[config.mk]
export PLATFORM = sky130hd
export DESIGN_NAME = ascii_hex_frame_receiver
export DESIGN_NICKNAME = d
export VERILOG_FILES = /design/src/hdl/ahfr_pkg.sv /design/src/hdl/ahfr_queue.sv /design/src/hdl/ahfr_front.sv /design/src/hdl/ahfr_back.sv /design/src/hdl/ascii_hex_frame_receiver.sv
export SDC_FILE = /design/constraint.sdc
export NUM_CORES = 1
export LEC_CHECK = 0
export BUFFER_PORTS_ARGS = -buffer_cell sky130_fd_sc_hd__buf_2
export CAP_MARGIN = 15
export CORE_ASPECT_RATIO = 0.5
export CORE_MARGIN = 4
export CORE_UTILIZATION = 57
export DETAILED_ROUTE_END_ITERATION = 10
export PLACE_DENSITY = 0.8
export SYNTH_ARGS = -nofsm -noshare
export SYNTH_HDL_FRONTEND = slang
export SYNTH_SLANG_ARGS = --single-unit
[constraint.sdc]
create_clock -name aclk -period 9.1 [get_ports aclk]
set_clock_uncertainty 0.15 [all_clocks]
set_input_delay 1.82 -clock aclk [delete_from_list [all_inputs] [get_ports aclk]]
set_output_delay 1.82 -clock aclk [all_outputs]
set_load 0.02 [all_outputs]
[src/hdl/ahfr_pkg.sv]
// Shared types, constants and codes of the ASCII hex frame receiver.
// No dependencies.
`timescale 1ns / 1ps

package ahfr_pkg;

    localparam int MAX_FRAME_CHARS = 64;
    localparam int POS_W           = 8;

    localparam logic [7:0] CHAR_CR        = 8'h0D;
    localparam logic [7:0] FRAME_OVERHEAD = 8'd12;
    localparam logic [7:0] HEADER_CHARS   = 8'd10;

    localparam int QUEUE_DEPTH = 4;
    localparam int QUEUE_AW    = $clog2(QUEUE_DEPTH);
    localparam int QUEUE_CNT_W = $clog2(QUEUE_DEPTH + 1);

    localparam logic REC_PAYLOAD = 1'b0;
    localparam logic REC_END     = 1'b1;

    localparam logic [2:0] STATUS_OK        = 3'd0;
    localparam logic [2:0] STATUS_OTHER     = 3'd1;
    localparam logic [2:0] STATUS_CHECKSUM  = 3'd2;
    localparam logic [2:0] STATUS_LENGTH    = 3'd3;
    localparam logic [2:0] STATUS_BAD_DIGIT = 3'd4;

    // Header field slots, indexed by character position / 2.
    localparam logic [2:0] FLD_LENGTH = 3'd0;
    localparam logic [2:0] FLD_DEST   = 3'd1;
    localparam logic [2:0] FLD_SOURCE = 3'd2;
    localparam logic [2:0] FLD_PORT   = 3'd3;

    // Classified received word, as it travels through the queue.
    typedef struct packed {
        logic [7:0] data;
        logic       is_cr;
        logic       hex_ok;
        logic [3:0] nibble;
    } tag_t;

endpackage

[src/hdl/ahfr_queue.sv]
// Short FIFO of classified words between the front and back ends.
// Depends on ahfr_pkg.
`timescale 1ns / 1ps

module ahfr_queue
    import ahfr_pkg::*;
(
    input  logic aclk,
    input  logic aresetn,
    input  logic push,
    input  tag_t push_tag,
    input  logic pop,
    output tag_t head_tag,
    output logic full,
    output logic empty
);

    tag_t                   entry_reg [QUEUE_DEPTH];
    logic [QUEUE_AW-1:0]    wr_ptr_reg, wr_ptr_next;
    logic [QUEUE_AW-1:0]    rd_ptr_reg, rd_ptr_next;
    logic [QUEUE_CNT_W-1:0] count_reg, count_next;

    assign full     = (count_reg == QUEUE_CNT_W'(QUEUE_DEPTH));
    assign empty    = (count_reg == '0);
    assign head_tag = entry_reg[rd_ptr_reg];

    always_comb begin
        wr_ptr_next = push ? wr_ptr_reg + QUEUE_AW'(1) : wr_ptr_reg;
        rd_ptr_next = pop ? rd_ptr_reg + QUEUE_AW'(1) : rd_ptr_reg;
        count_next  = count_reg;
        if (push && !pop) begin
            count_next = count_reg + QUEUE_CNT_W'(1);
        end else if (pop && !push) begin
            count_next = count_reg - QUEUE_CNT_W'(1);
        end
    end

    always_ff @(posedge aclk) begin
        if (!aresetn) begin
            wr_ptr_reg <= '0;
            rd_ptr_reg <= '0;
            count_reg  <= '0;
        end else begin
            wr_ptr_reg <= wr_ptr_next;
            rd_ptr_reg <= rd_ptr_next;
            count_reg  <= count_next;
        end
    end

    always_ff @(posedge aclk) begin
        if (push) begin
            entry_reg[wr_ptr_reg] <= push_tag;
        end
    end

endmodule

[src/hdl/ahfr_front.sv]
// Front end: takes received words and classifies them (terminator, hex digit).
// Depends on ahfr_pkg.
`timescale 1ns / 1ps

module ahfr_front
    import ahfr_pkg::*;
(
    input  logic       s_valid,
    output logic       s_ready,
    input  logic [7:0] s_data_byte,
    input  logic       queue_full,
    output logic       push,
    output tag_t       push_tag
);

    // Returns {digit ok, nibble}; a non-digit decodes as nibble 0.
    function automatic logic [4:0] hex_decode(input logic [7:0] c);
        logic [7:0] v;
        begin
            v = 8'd0;
            if (c >= 8'h30 && c <= 8'h39) begin
                v = c - 8'h30;
                return {1'b1, v[3:0]};
            end
            if (c >= 8'h41 && c <= 8'h46) begin
                v = c - 8'h37;
                return {1'b1, v[3:0]};
            end
            if (c >= 8'h61 && c <= 8'h66) begin
                v = c - 8'h57;
                return {1'b1, v[3:0]};
            end
            return 5'b0_0000;
        end
    endfunction

    logic [4:0] decoded;

    assign s_ready = !queue_full;
    assign push    = s_valid && !queue_full;
    assign decoded = hex_decode(s_data_byte);

    always_comb begin
        push_tag.data   = s_data_byte;
        push_tag.is_cr  = (s_data_byte == CHAR_CR);
        push_tag.hex_ok = decoded[4];
        push_tag.nibble = decoded[3:0];
    end

endmodule

[src/hdl/ahfr_back.sv]
// Back end: frame state, header decode, checksum and the result register.
// Depends on ahfr_pkg.
`timescale 1ns / 1ps

module ahfr_back
    import ahfr_pkg::*;
(
    input  logic       aclk,
    input  logic       aresetn,
    input  logic       cfg_wr_en,
    input  logic [7:0] cfg_wr_data,
    input  tag_t       head_tag,
    input  logic       queue_empty,
    output logic       pop,
    output logic       m_valid,
    input  logic       m_ready,
    output logic       m_record_type,
    output logic [7:0] m_payload_byte,
    output logic [7:0] m_frame_length,
    output logic [7:0] m_dest_address,
    output logic [7:0] m_source_address,
    output logic [7:0] m_port_number,
    output logic [7:0] m_command_code,
    output logic [2:0] m_frame_status
);

    logic [7:0]       dev_addr_reg;
    logic [POS_W-1:0] pos_reg, pos_next;
    logic [7:0]       sum_reg, sum_next;
    logic [3:0]       hn_reg, hn_next;
    logic [7:0]       len_reg, len_next;
    logic [7:0]       dest_reg, dest_next;
    logic [7:0]       src_reg, src_next;
    logic [7:0]       port_reg, port_next;
    logic [7:0]       cmd_reg, cmd_next;
    logic [7:0]       sent_reg, sent_next;
    logic             derr_reg, derr_next;

    logic             valid_reg, valid_next;
    logic             type_reg, type_next;
    logic [7:0]       pay_reg, pay_next;
    logic [7:0]       olen_reg, olen_next;
    logic [7:0]       odest_reg, odest_next;
    logic [7:0]       osrc_reg, osrc_next;
    logic [7:0]       oport_reg, oport_next;
    logic [7:0]       ocmd_reg, ocmd_next;
    logic [2:0]       ostat_reg, ostat_next;

    // Working copy of the frame state a character is applied to.
    logic [POS_W-1:0] b_pos;
    logic [7:0]       b_sum, b_len, b_dest, b_src, b_port, b_cmd, b_sent;
    logic [3:0]       b_hn;
    logic             b_derr;
    logic [8:0]       p_plus1, p_plus2, len9;
    logic             valid_len, closing, payload;
    logic [7:0]       pair;
    logic [2:0]       status;

    assign pop = !queue_empty && (!valid_reg || m_ready);

    always_comb begin
        if (len_reg < FRAME_OVERHEAD || pos_reg != len_reg) begin
            status = STATUS_LENGTH;
        end else if (derr_reg) begin
            status = STATUS_BAD_DIGIT;
        end else if (dest_reg != dev_addr_reg) begin
            status = STATUS_OTHER;
        end else if (sum_reg != sent_reg) begin
            status = STATUS_CHECKSUM;
        end else begin
            status = STATUS_OK;
        end
    end

    always_comb begin
        pos_next  = pos_reg;
        sum_next  = sum_reg;
        hn_next   = hn_reg;
        len_next  = len_reg;
        dest_next = dest_reg;
        src_next  = src_reg;
        port_next = port_reg;
        cmd_next  = cmd_reg;
        sent_next = sent_reg;
        derr_next = derr_reg;

        valid_next = valid_reg && !m_ready;
        type_next  = type_reg;
        pay_next   = pay_reg;
        olen_next  = olen_reg;
        odest_next = odest_reg;
        osrc_next  = osrc_reg;
        oport_next = oport_reg;
        ocmd_next  = ocmd_reg;
        ostat_next = ostat_reg;

        // A terminator or a full buffer closes the frame and restarts from a clean state.
        closing = head_tag.is_cr || (pos_reg >= POS_W'(MAX_FRAME_CHARS));
        payload = 1'b0;
        if (closing) begin
            b_pos = '0; b_sum = '0; b_hn = '0; b_len = '0; b_dest = '0;
            b_src = '0; b_port = '0; b_cmd = '0; b_sent = '0; b_derr = 1'b0;
        end else begin
            b_pos = pos_reg; b_sum = sum_reg; b_hn = hn_reg; b_len = len_reg;
            b_dest = dest_reg; b_src = src_reg; b_port = port_reg;
            b_cmd = cmd_reg; b_sent = sent_reg; b_derr = derr_reg;
        end
        p_plus1   = {1'b0, b_pos} + 9'd1;
        p_plus2   = {1'b0, b_pos} + 9'd2;
        len9      = {1'b0, b_len};
        valid_len = (b_len >= FRAME_OVERHEAD);
        pair      = {b_hn, head_tag.nibble};

        if (pop) begin
            pos_next = b_pos; sum_next = b_sum; hn_next = b_hn; len_next = b_len;
            dest_next = b_dest; src_next = b_src; port_next = b_port;
            cmd_next = b_cmd; sent_next = b_sent; derr_next = b_derr;

            if (!head_tag.is_cr) begin
                if (b_pos < POS_W'(2) || p_plus2 < len9) begin
                    sum_next = b_sum + head_tag.data;
                end
                if (b_pos < HEADER_CHARS) begin
                    derr_next = b_derr || !head_tag.hex_ok;
                    if (!b_pos[0]) begin
                        hn_next = head_tag.nibble;
                    end else begin
                        case (b_pos[3:1])
                            FLD_LENGTH: len_next  = pair;
                            FLD_DEST:   dest_next = pair;
                            FLD_SOURCE: src_next  = pair;
                            FLD_PORT:   port_next = pair;
                            default:    cmd_next  = pair;
                        endcase
                    end
                end else if (valid_len && p_plus2 == len9) begin
                    derr_next = b_derr || !head_tag.hex_ok;
                    hn_next   = head_tag.nibble;
                end else if (valid_len && p_plus1 == len9) begin
                    derr_next = b_derr || !head_tag.hex_ok;
                    sent_next = pair;
                end else if (valid_len && p_plus2 < len9) begin
                    payload = 1'b1;
                end
                pos_next = b_pos + POS_W'(1);
            end

            valid_next = closing || payload;
            if (closing) begin
                type_next  = REC_END;
                pay_next   = 8'd0;
                olen_next  = len_reg;
                odest_next = dest_reg;
                osrc_next  = src_reg;
                oport_next = port_reg;
                ocmd_next  = cmd_reg;
                ostat_next = status;
            end else if (payload) begin
                type_next  = REC_PAYLOAD;
                pay_next   = head_tag.data;
                olen_next  = 8'd0;
                odest_next = 8'd0;
                osrc_next  = 8'd0;
                oport_next = 8'd0;
                ocmd_next  = 8'd0;
                ostat_next = STATUS_OK;
            end
        end
    end

    always_ff @(posedge aclk) begin
        if (!aresetn) begin
            dev_addr_reg <= 8'd0;
            pos_reg      <= '0;
            sum_reg      <= '0;
            hn_reg       <= '0;
            len_reg      <= '0;
            dest_reg     <= '0;
            src_reg      <= '0;
            port_reg     <= '0;
            cmd_reg      <= '0;
            sent_reg     <= '0;
            derr_reg     <= 1'b0;
            valid_reg    <= 1'b0;
        end else begin
            if (cfg_wr_en) begin
                dev_addr_reg <= cfg_wr_data;
            end
            pos_reg   <= pos_next;
            sum_reg   <= sum_next;
            hn_reg    <= hn_next;
            len_reg   <= len_next;
            dest_reg  <= dest_next;
            src_reg   <= src_next;
            port_reg  <= port_next;
            cmd_reg   <= cmd_next;
            sent_reg  <= sent_next;
            derr_reg  <= derr_next;
            valid_reg <= valid_next;
        end
    end

    always_ff @(posedge aclk) begin
        type_reg  <= type_next;
        pay_reg   <= pay_next;
        olen_reg  <= olen_next;
        odest_reg <= odest_next;
        osrc_reg  <= osrc_next;
        oport_reg <= oport_next;
        ocmd_reg  <= ocmd_next;
        ostat_reg <= ostat_next;
    end

    assign m_valid          = valid_reg;
    assign m_record_type    = type_reg;
    assign m_payload_byte   = pay_reg;
    assign m_frame_length   = olen_reg;
    assign m_dest_address   = odest_reg;
    assign m_source_address = osrc_reg;
    assign m_port_number    = oport_reg;
    assign m_command_code   = ocmd_reg;
    assign m_frame_status   = ostat_reg;

endmodule

[src/hdl/ascii_hex_frame_receiver.sv]
// Top level of the ASCII hex frame receiver: front end, word queue, back end.
// Depends on ahfr_pkg, ahfr_front, ahfr_queue and ahfr_back.
//
//  channel  | direction | handshake          | payload
//  ---------+-----------+--------------------+---------------------------------
//  s_       | in        | s_valid / s_ready  | s_data_byte
//  m_       | out       | m_valid / m_ready  | record type, payload, header, status
//  cfg_     | in        | cfg_wr_en          | cfg_wr_data (device address)
//
// Sustained rate is one word per cycle; the back end retires one queued word
// per cycle whenever the result register is free or being taken.
// An accepted word is first written into the queue; the back end then pops it and
// steps its result into the result register that drives m_.
// s_ready drops only while the four-entry queue is full; reset is synchronous,
// active low, and clears the queue, the frame state and the device address.
`timescale 1ns / 1ps

module ascii_hex_frame_receiver
    import ahfr_pkg::*;
(
    input  logic       aclk,
    input  logic       aresetn,
    input  logic       cfg_wr_en,
    input  logic [7:0] cfg_wr_data,
    input  logic       s_valid,
    output logic       s_ready,
    input  logic [7:0] s_data_byte,
    output logic       m_valid,
    input  logic       m_ready,
    output logic       m_record_type,
    output logic [7:0] m_payload_byte,
    output logic [7:0] m_frame_length,
    output logic [7:0] m_dest_address,
    output logic [7:0] m_source_address,
    output logic [7:0] m_port_number,
    output logic [7:0] m_command_code,
    output logic [2:0] m_frame_status
);

    tag_t push_tag;
    tag_t head_tag;
    logic push;
    logic pop;
    logic queue_full;
    logic queue_empty;

    // Classify each incoming word; hold it off while the queue is full.
    ahfr_front u_front (
        .s_valid     (s_valid),
        .s_ready     (s_ready),
        .s_data_byte (s_data_byte),
        .queue_full  (queue_full),
        .push        (push),
        .push_tag    (push_tag)
    );

    // Decouple the input side from output stalls.
    ahfr_queue u_queue (
        .aclk     (aclk),
        .aresetn  (aresetn),
        .push     (push),
        .push_tag (push_tag),
        .pop      (pop),
        .head_tag (head_tag),
        .full     (queue_full),
        .empty    (queue_empty)
    );

    // Advance the frame state one word at a time and drive the result register.
    ahfr_back u_back (
        .aclk             (aclk),
        .aresetn          (aresetn),
        .cfg_wr_en        (cfg_wr_en),
        .cfg_wr_data      (cfg_wr_data),
        .head_tag         (head_tag),
        .queue_empty      (queue_empty),
        .pop              (pop),
        .m_valid          (m_valid),
        .m_ready          (m_ready),
        .m_record_type    (m_record_type),
        .m_payload_byte   (m_payload_byte),
        .m_frame_length   (m_frame_length),
        .m_dest_address   (m_dest_address),
        .m_source_address (m_source_address),
        .m_port_number    (m_port_number),
        .m_command_code   (m_command_code),
        .m_frame_status   (m_frame_status)
    );

endmodule

==> summary.md <==
| Metric | Value |
|---|---|
| Power per cell area | roughly 290 nW/um2 |
| Reg power frac | 42.1% |
| Post-synth ARST share | 0% |
| Yosys cell types | 64 |
| CP arrival | 5080 ps |
| Drt first pass iters | 5 |
| WHS | 320.3 ps |
| H-Tree Depth | 4 |
| Slew HR | between 40% and 50% |
| ANT nets after route | 0 |
| Top-count cell post-synth | edfxtp_1 |
| Slowest CP cell | dfxtp_1 |
| Worst setup path class | reg2reg |
| Ant diodes | 0 |
| Fraction of layout cells with a size suffix above 1 | between 10% and 20% |
| Final wirelength | slightly below 20000 um |
| Post-CTS sizing | 0 |
| Worst skew pair latency | between 400 and 500 ps |
| Reg clk slew, reported paths | 80 ps |
| CP max FO | 44 |
| Avg WL per Cell | ~19 um |
| Num CTS Buffers | 17 |
| Hold path depth | 1 |
| Sw Ratio | 37.54% |
| Fin nets | slightly below 900 |
| Crit path largest cell delay | a little under 800 ps |
| Clock period minus final worst setup slack | just over 5000 ps |
| Primary FF master, synth | edfxtp_1 |
| Worst hold path type | reg2reg |
| Max Slew Vio Count | 0 |
| Area Growth Syn to Fin | 12.77% |
| Dpl hpwl | about 13000 um |
| Final hold violations | 0 |
| Sink Count | ~200 |
| Largest net degree at the start of global routing | between 60 and 70 |
| RSZ-0062 raised after global routing | false |
| Post-Syn Instances | between 700 and 800 |
| Status | finished, final reports clean |
| # Post-CTS Setup Buffers | 0 |
| Peak VDD IR | 0.1468 mV |
| IO Count | 75 |
| Sequential share of the synthesized area | approximately 56% |
| Clk root buf | clkbuf_16 |
| Post-synth EDFFs | around 110 |
| Pint | about 1.8 mW |
| Worst path cell trace | mux4_2 -> nor3_4 -> buf_4 -> nand2_1 -> ha_1 -> inv_1 -> ha_1 -> o21a_1 -> o31ai_1 -> a31oi_1 -> nor2_1 -> nand4_1 -> a21oi_4 -> buf_4 |
| Critical Path Source Type | flip-flop |
| Final cycle utilization of the critical path | 56.68% |
| Yosys top cell area share | ~37% |
| Global-route wire length before repair | 31530 um |
| Initial core utilization | between 50% and 60% |
| Die Span Y | 96.11 um |
| Syn avg cell area | between 10 and 15 um2 |
| Yosys top cell by area | edfxtp_1 |
| Vias in the first global route | slightly below 6000 |
| Total GRT Usage | a little under a quarter |
| GPL Wtd Cong | just under 1 |
| Logic pwr share | between 30% and 40% |
| Max Fclk | 193.9 MHz |
| Leakage power | 3.875 nW |
| Setup violations, final | 0 |
| Ys Warns | 0 |
| CP endpoint kind | flip-flop |
| Required @ worst endpoint | about 9000 ps |
| CTS Hold Buffers Added | 0 |
| Synth top area cells | edfxtp_1, dfxtp_1, and2_1 |
| Antenna violations before repair | 0 |
| Vias | a little over 6000 |
| Total Power | 2.873 mW |
| Clock group share of total power | 26.9% |
| Sw Pwr | approximately 1.1 mW |
| Fillers | about 1100 |
| Post-place setup slack | just under 4000 ps |
| Core Area | ~15000 um2 |
| Die width | ~180 um |
| #FFs+latches synth | 195 |
| Final core utilization | approximately two thirds |
| Drc violations | 0 |
| TNS Setup | 0 ps |
| DR vias/cell | around 5.9 |
| Synth top cells by count | edfxtp_1, dfxtp_1, nor2_1 |
| GRT Residual Overflow | 0 |
| Port buffer count | 74 |
| Row count | 31 |
| Max reg flops | 56 |
| Syn_nets | 827 |
| CTS max path bufs | 2 |
| Maxcap violations | 0 |
| Fin worst setup slack | between 3000 and 4000 ps |
| 1st-iter DRT viols | 569 |
| Full die area | between 15000 and 20000 um2 |
| Reg2Reg Depth | 14 |
| Post-Syn Area | approximately 8800 um2 |
| CTS tree | yes |
| Worst-Margin Slew | slightly below 900 ps |
kinds of logic (layout without fill, tap and decap cells):
family | Yosys count | after routing | synth area share [%]
XOR/XNOR | 39 | 39 | 3.860
AO/OA/AOI/OAI | 133 | 133 | 10.66
buffers and inverters | 62 | 132 | 2.856
AND/OR/NAND/NOR | 294 | 294 | 17.21
flip-flops | 195 | 195 | 56.33
multiplexers | 26 | 26 | 4.920
other | 1 | 1 | 0.04237
adder cells (fa/ha/maj) | 28 | 28 | 4.128
power by group through the flow:
| stage | logic [mW] | registers (mW) | clock network, mW |
|---|---|---|---|
| detailed placement | 0.887 | 1.23 | 0 |
| global route | 0.978 | 1.23 | 0.821 |
| finish | 0.890 | 1.21 | 0.773 |
| global placement | 0.861 | 1.22 | 0 |
| floorplan | 0.545 | 1.30 | 0 |
| CTS | 0.890 | 1.21 | 0.781 |
metrics by stage:
step / std cells / instance area [um2]
CTS: 1046 / 9980
global route: 1046 / 9980
global placement: 1014 / 9346
finish: 1046 / 9980
floorplan: 778 / 8850
detailed placement: 1014 / 9346
area by class of cell:
cell class | count | area, um2 | area share, %
Tap cell | 198 | 247.7 | 2.482
Multi-Input combinational cell | 521 | 3623 | 36.31
Timing Repair Buffer | 80 | 415.4 | 4.162
Inverter | 20 | 75.07 | 0.7523
Sequential cell | 195 | 4985 | 49.95
Clock buffer | 18 | 450.4 | 4.514
Clock inverter | 14 | 182.7 | 1.830
critical path, delay by kind of cell (launching register included):
kind / cells / cell delay [ps]
AOI/OAI and AO/OA: 4 / 750
adders and majority gates: 2 / 630
buffers and inverters: 3 / 950
DFF: 1 / 770
muxes: 1 / 520
and+or+nand+nor: 4 / 1000
per-layer routing:
layer | wire, um | global-route usage (%)
met4 | 370 | 7.319
met5 | 0 | 0
met1 | 8827 | 32.11
met3 | 1466 | 4.794
met2 | 8758 | 36.01
path summary, 6_finish.rpt:
path | start | to | slack (ps)
setup / recovery | flip-flop | u_back.m_port_number[6] | 3940
hold reg to reg | u_back.cmd_reg[7] | u_back.cmd_reg[7] | 320
hold / removal | u_back.cmd_reg[7] | u_back.cmd_reg[7] | 320
setup reg to reg | flip-flop | u_back.m_port_number[6] | 3940
cell usage in the layout (no fill, tap or decap), drive strengths merged, types with 26 or more instances in the layout:
cell type    n
buf         80
and2        64
dfxtp       87
nand2       48
edfxtp     108
ha          26
a22oi       32
xor2        31
nor2        84
Note: power is estimated with default switching activity, not from simulation.
